[src/sv/fqks_pkg.sv]
// Shared constants, operation and status codes, and a pointer helper for the key-search queue.
package fqks_pkg;

  // Number of entries the queue can hold.
  localparam int DEPTH = 16;

  // Ring pointer and occupancy widths follow from the depth.
  localparam int PTR_W = (DEPTH > 1) ? $clog2(DEPTH) : 1;
  localparam int CNT_W = $clog2(DEPTH + 1);

  // Field widths of one transfer.
  localparam int OP_W     = 2;
  localparam int CODE_W   = 32;
  localparam int VALUE_W  = 32;
  localparam int STATUS_W = 2;
  localparam int POS_W    = 5;
  localparam int ENTRY_W  = CODE_W + VALUE_W;

  // Operation codes.
  localparam logic [OP_W-1:0] OP_PUSH   = 2'd0;
  localparam logic [OP_W-1:0] OP_POP    = 2'd1;
  localparam logic [OP_W-1:0] OP_SEARCH = 2'd2;

  // Status codes.
  localparam logic [STATUS_W-1:0] ST_OK       = 2'd0;
  localparam logic [STATUS_W-1:0] ST_EMPTY    = 2'd1;
  localparam logic [STATUS_W-1:0] ST_FULL     = 2'd2;
  localparam logic [STATUS_W-1:0] ST_NOTFOUND = 2'd3;

  // Advance a ring pointer, wrapping after the last slot.
  function automatic logic [PTR_W-1:0] ptr_inc(input logic [PTR_W-1:0] p);
    logic [PTR_W-1:0] nxt;
    if (p == PTR_W'(DEPTH - 1)) begin
      nxt = '0;
    end else begin
      nxt = p + PTR_W'(1);
    end
    return nxt;
  endfunction

endpackage

[src/sv/fqks_req_if.sv]
// Request channel interface: operation, code and value with a valid/ready handshake.
interface fqks_req_if
  import fqks_pkg::*;
();
  logic                     valid;
  logic                     ready;
  logic [OP_W-1:0]          operation;
  logic signed [CODE_W-1:0] entry_code;
  logic [VALUE_W-1:0]       entry_value;

  modport source (output valid, operation, entry_code, entry_value, input ready);
  modport sink (input valid, operation, entry_code, entry_value, output ready);
endinterface

[src/sv/fqks_rsp_if.sv]
// Response channel interface: status, position, count and removed entry with valid/ready.
interface fqks_rsp_if
  import fqks_pkg::*;
();
  logic                     valid;
  logic                     ready;
  logic [STATUS_W-1:0]      status;
  logic [POS_W-1:0]         found_position;
  logic [POS_W-1:0]         entry_count;
  logic signed [CODE_W-1:0] removed_code;
  logic [VALUE_W-1:0]       removed_value;

  modport source (output valid, status, found_position, entry_count, removed_code,
                  removed_value, input ready);
  modport sink (input valid, status, found_position, entry_count, removed_code,
                removed_value, output ready);
endinterface

[src/sv/fqks_ram.sv]
// Generic simple dual-port RAM with one write port and one registered read port.
module fqks_ram #(
  parameter int WIDTH = 8,
  parameter int DEPTH = 16
) (
  input  logic                     clk,
  input  logic                     we,
  input  logic [$clog2(DEPTH)-1:0] waddr,
  input  logic [WIDTH-1:0]         wdata,
  input  logic [$clog2(DEPTH)-1:0] raddr,
  output logic [WIDTH-1:0]         rdata
);

  logic [WIDTH-1:0] mem [DEPTH];

  // Write and registered read share the clock edge.
  always_ff @(posedge clk) begin
    if (we) begin
      mem[waddr] <= wdata;
    end
    rdata <= mem[raddr];
  end

endmodule

[src/sv/fifo_queue_with_key_search_core.sv]
// Bounded FIFO queue of code/value entries held in a ring RAM, with linear key search.
//
//   channel | role | carries
//   --------+------+--------------------------------------------------------------
//   req     | sink | operation, entry_code, entry_value
//   rsp     | src  | status, found_position, entry_count, removed_code, removed_value
//
// Push and rejected operations pass from the transfer through the emit step to the result;
// pop adds a step that captures the head entry. Search walks the entries until the match
// or the occupancy is reached; the single RAM read port reads one entry a cycle.
// Reset (rst, synchronous) empties the queue; the RAM itself is not cleared.
// A new request is taken while a finished result still waits in the output register;
// the next result waits for that register to empty.
module fifo_queue_with_key_search_core
  import fqks_pkg::*;
(
  input  logic       clk,
  input  logic       rst,
  fqks_req_if.sink   req,
  fqks_rsp_if.source rsp
);

  typedef enum logic [1:0] {
    S_IDLE,
    S_POP,
    S_SEARCH,
    S_EMIT
  } state_t;

  state_t state;

  // Queue pointers and occupancy.
  logic [PTR_W-1:0] head_ptr;
  logic [PTR_W-1:0] tail_ptr;
  logic [CNT_W-1:0] count;

  // Search walk registers.
  logic [PTR_W-1:0]         scan_ptr;
  logic [CNT_W-1:0]         idx;
  logic signed [CODE_W-1:0] key;

  // Result being built, and the output register.
  logic [STATUS_W-1:0]      res_status;
  logic [POS_W-1:0]         res_pos;
  logic signed [CODE_W-1:0] res_code;
  logic [VALUE_W-1:0]       res_value;
  logic                     out_valid;

  // RAM ports.
  logic                 ram_we;
  logic [PTR_W-1:0]     ram_waddr;
  logic [ENTRY_W-1:0]   ram_wdata;
  logic [PTR_W-1:0]     ram_raddr;
  logic [ENTRY_W-1:0]   ram_rdata;

  logic accept;
  logic is_empty;
  logic is_full;
  logic hit;
  logic out_free;

  assign accept   = req.valid && req.ready;
  assign is_empty = (count == '0);
  assign is_full  = (count == CNT_W'(DEPTH));
  assign hit      = (ram_rdata[ENTRY_W-1:VALUE_W] == key);
  assign out_free = !out_valid || rsp.ready;

  assign req.ready = (state == S_IDLE);

  // A push writes at the tail in the transfer cycle.
  assign ram_we    = accept && (req.operation == OP_PUSH) && !is_full;
  assign ram_waddr = tail_ptr;
  assign ram_wdata = {req.entry_code, req.entry_value};

  // The walk reads ahead from scan_ptr; otherwise the head is read.
  assign ram_raddr = (state == S_SEARCH) ? scan_ptr : head_ptr;

  fqks_ram #(
    .WIDTH (ENTRY_W),
    .DEPTH (DEPTH)
  ) u_ram (
    .clk   (clk),
    .we    (ram_we),
    .waddr (ram_waddr),
    .wdata (ram_wdata),
    .raddr (ram_raddr),
    .rdata (ram_rdata)
  );

  // Sequencer: holds state, pointers and the registered response.
  always_ff @(posedge clk) begin
    if (rst) begin
      state     <= S_IDLE;
      head_ptr  <= '0;
      tail_ptr  <= '0;
      count     <= '0;
      out_valid <= 1'b0;
    end else begin
      // The output register drains on a transfer unless refilled below.
      if (out_valid && rsp.ready) begin
        out_valid <= 1'b0;
      end

      unique case (state)
        S_IDLE: begin
          if (accept) begin
            res_status <= ST_OK;
            res_pos    <= '0;
            res_code   <= '0;
            res_value  <= '0;
            unique case (req.operation)
              OP_PUSH: begin
                if (is_full) begin
                  res_status <= ST_FULL;
                end else begin
                  tail_ptr <= ptr_inc(tail_ptr);
                  count    <= count + CNT_W'(1);
                end
                state <= S_EMIT;
              end
              OP_POP: begin
                if (is_empty) begin
                  res_status <= ST_EMPTY;
                  state      <= S_EMIT;
                end else begin
                  head_ptr <= ptr_inc(head_ptr);
                  count    <= count - CNT_W'(1);
                  state    <= S_POP;
                end
              end
              OP_SEARCH: begin
                if (is_empty) begin
                  res_status <= ST_EMPTY;
                  state      <= S_EMIT;
                end else begin
                  res_status <= ST_NOTFOUND;
                  key        <= req.entry_code;
                  idx        <= '0;
                  scan_ptr   <= ptr_inc(head_ptr);
                  state      <= S_SEARCH;
                end
              end
              default: begin
                state <= S_EMIT;
              end
            endcase
          end
        end

        // Capture the old head entry read in the transfer cycle.
        S_POP: begin
          res_code  <= ram_rdata[ENTRY_W-1:VALUE_W];
          res_value <= ram_rdata[VALUE_W-1:0];
          state     <= S_EMIT;
        end

        // Compare one entry a cycle while the next one is being read.
        S_SEARCH: begin
          if (hit) begin
            res_status <= ST_OK;
            res_pos    <= POS_W'(idx + CNT_W'(1));
            state      <= S_EMIT;
          end else if ((idx + CNT_W'(1)) == count) begin
            state <= S_EMIT;
          end else begin
            idx      <= idx + CNT_W'(1);
            scan_ptr <= ptr_inc(scan_ptr);
          end
        end

        // Load the output register once it is free.
        S_EMIT: begin
          if (out_free) begin
            rsp.status         <= res_status;
            rsp.found_position <= res_pos;
            rsp.entry_count    <= POS_W'(count);
            rsp.removed_code   <= res_code;
            rsp.removed_value  <= res_value;
            out_valid          <= 1'b1;
            state              <= S_IDLE;
          end
        end

        default: begin
          state <= S_IDLE;
        end
      endcase
    end
  end

  assign rsp.valid = out_valid;

`ifndef SYNTH
  // Occupancy never exceeds the capacity.
  a_count_bound: assert property (@(posedge clk) disable iff (rst)
    count <= CNT_W'(DEPTH))
    else $error("occupancy above capacity");

  // An empty or full ring has head and tail at the same slot.
  a_ptr_meet: assert property (@(posedge clk) disable iff (rst)
    (count == '0 || count == CNT_W'(DEPTH)) |-> (head_ptr == tail_ptr))
    else $error("head and tail disagree with occupancy");

  // The search walk stays inside the occupied entries.
  a_walk_range: assert property (@(posedge clk) disable iff (rst)
    (state == S_SEARCH) |-> (idx < count))
    else $error("search walked past the tail");

  // A new response only appears out of the emit step.
  a_emit_src: assert property (@(posedge clk) disable iff (rst)
    $rose(out_valid) |-> $past(state == S_EMIT))
    else $error("response raised outside emit");
`endif

endmodule

[src/flat_wrapper.sv]
// flat-port wrapper written by rule: the top's interface ports become plain ports
module fifo_queue_with_key_search_core_flat import fqks_pkg::*;
  (clk, rst, req_valid, req_operation, req_entry_code, req_entry_value, req_ready, rsp_valid, rsp_status, rsp_found_position, rsp_entry_count, rsp_removed_code, rsp_removed_value, rsp_ready);
  fqks_req_if req_i ();
  fqks_rsp_if rsp_i ();
  input  logic clk;
  input  logic rst;
  input wire logic [$bits(req_i.valid)-1:0] req_valid;
  input wire logic [$bits(req_i.operation)-1:0] req_operation;
  input wire logic [$bits(req_i.entry_code)-1:0] req_entry_code;
  input wire logic [$bits(req_i.entry_value)-1:0] req_entry_value;
  output wire logic [$bits(req_i.ready)-1:0] req_ready;
  output wire logic [$bits(rsp_i.valid)-1:0] rsp_valid;
  output wire logic [$bits(rsp_i.status)-1:0] rsp_status;
  output wire logic [$bits(rsp_i.found_position)-1:0] rsp_found_position;
  output wire logic [$bits(rsp_i.entry_count)-1:0] rsp_entry_count;
  output wire logic [$bits(rsp_i.removed_code)-1:0] rsp_removed_code;
  output wire logic [$bits(rsp_i.removed_value)-1:0] rsp_removed_value;
  input wire logic [$bits(rsp_i.ready)-1:0] rsp_ready;
  assign req_i.valid = req_valid;
  assign req_i.operation = req_operation;
  assign req_i.entry_code = req_entry_code;
  assign req_i.entry_value = req_entry_value;
  assign req_ready = req_i.ready;
  assign rsp_valid = rsp_i.valid;
  assign rsp_status = rsp_i.status;
  assign rsp_found_position = rsp_i.found_position;
  assign rsp_entry_count = rsp_i.entry_count;
  assign rsp_removed_code = rsp_i.removed_code;
  assign rsp_removed_value = rsp_i.removed_value;
  assign rsp_i.ready = rsp_ready;
  fifo_queue_with_key_search_core u_core (.clk(clk), .rst(rst), .req(req_i), .rsp(rsp_i));
endmodule
[config.mk]
export PLATFORM = sky130hd
export DESIGN_NAME = fifo_queue_with_key_search_core_flat
export DESIGN_NICKNAME = d
export VERILOG_FILES = /design/src/sv/fqks_pkg.sv /design/src/sv/fqks_req_if.sv /design/src/sv/fqks_rsp_if.sv /design/src/sv/fqks_ram.sv /design/src/sv/fifo_queue_with_key_search_core.sv /design/src/flat_wrapper.sv
export SDC_FILE = /design/constraint.sdc
export NUM_CORES = 2
export LEC_CHECK = 0
export BUFFER_PORTS_ARGS = -buffer_cell sky130_fd_sc_hd__buf_4
export CAP_MARGIN = 20
export CORE_ASPECT_RATIO = 1.2
export CORE_UTILIZATION = 60
export DETAILED_ROUTE_END_ITERATION = 8
export GPL_TIMING_DRIVEN = 0
export PLACE_DENSITY = 0.86
export SKIP_LAST_GASP = 1
export SYNTH_ARGS = -nofsm -noshare
export SYNTH_HDL_FRONTEND = slang
export SYNTH_SLANG_ARGS = --single-unit
[constraint.sdc]
create_clock -name clk -period 9.9 [get_ports clk]
set_clock_uncertainty 0.2 [all_clocks]
set_input_delay 0 -clock clk [delete_from_list [all_inputs] [get_ports clk]]
set_output_delay 0 -clock clk [all_outputs]
set_load 0.03 [all_outputs]
==> reports/results.tsv <==
metric	value	unit
status	finished, final reports clean	
pwr-share-clk	33.7	%
h-tree-depth	3	
r2r-start	u_core.state[0]	
async_flop_share	0	%
critPathArrivalTime	4.80	ns
maxCapViolCount	0	
port_buffers	147	
cp_max_fo	10	
netlist_instances	2264	
min_delay_path_depth	2	
synth_commonest_cells	edfxtp_1, mux4_2, nand2_1	
dpl.hpwl	71.8	mm
place_ws	5.95	ns
rsz0062_at_grt	no	
pwr-share-comb	18.9	%
fin_crit	4.46	ns
gp_congestion	0.801	
gr-usage-met2	56.2	%
fp-row-count	113	
die_h	312	microns
cts_tree	done	
cts_sinks	1292	
max_slew_margin	18.2	%
synth_ff_type	edfxtp_1	
ant_nets	0	
wl_per_cell	35.5	microns
wirelength	137	mm
die_w	260	microns
ys_seq_area_share	79.1	%
use_met1	41.3	%
hold_start	req_entry_code[12]	
worst_slew_pin_slew	1.23	ns
rr_worst_depth	10	
antenna_found_initial	8	
clk_pin_slew	0.08	ns
synthMostInstantiatedCell	edfxtp_1	
internal_power	9.84	mW
io_pins	148	
layout-drive-gt1-share	25.9	%
whs	0.00428	ns
grt_pass1_wl	195	mm
dieArea	0.0812	sq mm
avgSynthCellArea	21.2	sq um
nets	2808	
synth_seq_cells	1292	
min_to	u_core.u_ram.mem[11][44]	
hold_violations	0	
rrSetupSlack	5.44	ns
top_usage_layer	met2	
met3_usage	6.50	%
p_seq_share	47.3	%
reg2reg_to	u_core.u_ram.rdata[33]	
required	10.24	ns
synth_edf_count	1212	
cts_buffers	111	
hold_class	primary input to register	
core_area	0.0792	sq mm
dr.pass1.iters	6	
cts_root_buffer	clkbuf_16	
power_density	241	mW/mm^2
report.final.slew_viol_count	0	
fillers	4019	
remaining_drc_errors	0	
clock_latency	0.73	ns
period_share	45.0	%
vias	27300	
post_cts_resized	0	
fin_tns_setup	0	ns
startpoint_type	register	
worst_slack	5.44	ns
leakagePower	18.8	nW
switchingPower	3.79	mW
synthTopCellsByArea	edfxtp_1, mux4_2, dfxtp_1	
drtIter0Drc	4504	
yosys.area.top_type	edfxtp_1	
ys_types	37	
grt_start_max_net_pins	28	
setup_viol	0	
synth_top_area_share	75.7	%
fin_util	71.6	%
grt_pass1_vias	27700	
switching_share	27.8	%
grt_use_total	34.2	%
start_util	60.7	%
syn_nets	2353	
critPathCaptureType	register	
syn_area	0.0481	sq mm
peakVddDrop	0.141	mV
overflow	0	
vias_per_cell	7.08	
ctsLongestPathBuffers	3	
area_growth	18.0	%
critical_path_class	register to register	
max_freq	0.224	GHz
yosys_warnings	0	
## state kept, by name, indices dropped and copies added (netlist names), 5 cells and up
| register | flops |
|---|---|
| u_core.count | 5 |
| u_core.idx | 5 |
| u_core.key | 32 |
| u_core.res_code | 32 |
| u_core.res_pos | 5 |
| u_core.res_value | 32 |
| u_core.rsp.entry_count | 5 |
| u_core.rsp.found_position | 5 |
| u_core.rsp.removed_code | 32 |
| u_core.rsp.removed_value | 32 |
| u_core.u_ram.mem | 1024 |
| u_core.u_ram.rdata | 64 |
## per-layer routing
layer / up-vias / share of wire (%) / wire length, microns
met5: - / 0.042 / 57
met4: 8 / 8.0 / 10900
li1: 10100 / - / -
met1: 13500 / 31 / 42300
met3: 692 / 12 / 15800
met2: 2979 / 50 / 68000
## critical path, cell delays in order (launching register included)
cell      delay, ns
dfxtp_1        0.39
inv_1          0.11
ha_1           0.21
buf_4          0.17
mux2i_1        0.70
buf_2          0.53
buf_2          0.38
mux4_2         0.37
and2_1         0.18
a211oi_1       0.91
a31oi_1        0.12
## worst max path at each step
stage,startpoint,cells past startpoint,end
after CTS,u_core.state[0],9,u_core.u_ram.rdata[16]
after global placement,u_core.state[0],7,u_core.u_ram.mem[3][27]
after global routing,u_core.state[0],9,u_core.u_ram.rdata[16]
after floorplan,u_core.rsp.valid,2,u_core.rsp.entry_count[0]
final,u_core.state[0],10,u_core.u_ram.rdata[33]
after detailed placement,u_core.state[0],9,u_core.u_ram.rdata[16]
## power by group through the flow
stage	clock, mW	sequential [mW]	combinational [mW]
5_1_grt	4.76	6.47	2.65
6_report	4.60	6.45	2.58
2_1_floorplan	0	6.53	1.51
3_3_place_gp	0	6.56	2.18
3_5_place_dp	0	6.55	2.33
4_1_cts	4.54	6.44	2.49
## layout by cell type (no fill, tap or decap), drive strengths merged, types with 4 or more instances in the layout
master,netlist,layout
edfxtp,1212,1212
buf,61,273
mux4,256,256
clkbuf,54,191
nand2,147,147
and2,131,131
dlygate4sd3,0,130
dfxtp,80,80
a31oi,69,69
a211oi,66,66
xnor2,47,47
clkinv,0,45
nor2,31,31
ha,18,18
a21oi,17,17
inv,7,16
bufinv,0,14
nand4,8,8
nor3,8,8
diode,0,7
nand3,7,7
mux2i,6,6
nor2b,5,5
mux2,5,5
nand2b,5,5
clkinvlp,0,5
xor2,4,4
o21ai,4,4
nor4,4,4
a21o,4,4
## cell families (layout without fill, tap and decap cells)
logic type / count (synthesis) / after routing / share of synthesized area (%)
flops: 1292 / 1292 / 79.1
other cells: 0 / 7 / 0
xor+xnor: 51 / 51 / 0.930
fa+ha+maj: 19 / 19 / 0.510
buf+inv: 122 / 674 / 1.35
mux: 267 / 267 / 12.3
simple gates: 348 / 348 / 3.57
compound gates: 165 / 165 / 2.30
## per-stage QoR
stage	power (mW)	instance area, sq um	cells
final	13.6	56700	3858
after CTS	13.5	56700	3851
after global placement	8.74	50500	3446
after detailed placement	8.87	51600	3511
after global routing	13.9	56700	3853
after floorplan	8.04	48100	2264
## cell type report
type / instances / area, sq um / share of cell area (%)
flip-flops and latches: 1292 / 38000 / 67.0
multi-input cells: 850 / 9550 / 16.9
repair buffers: 342 / 3430 / 6.04
clock buffers: 137 / 2980 / 5.25
well taps: 1035 / 1290 / 2.28
clock inverters: 73 / 785 / 1.38
plain buffers: 115 / 624 / 1.10
inverters: 7 / 26.3 / 0.0463
diodes: 7 / 17.5 / 0.0309
## what timing repair did
action                                   CTS  global route
endpoints found under the setup margin     0             0
hold buffers                             130             0
buffers inserted                           0             0
hold endpoints to repair                1120             0
Note: power is estimated with default switching activity, not from simulation.
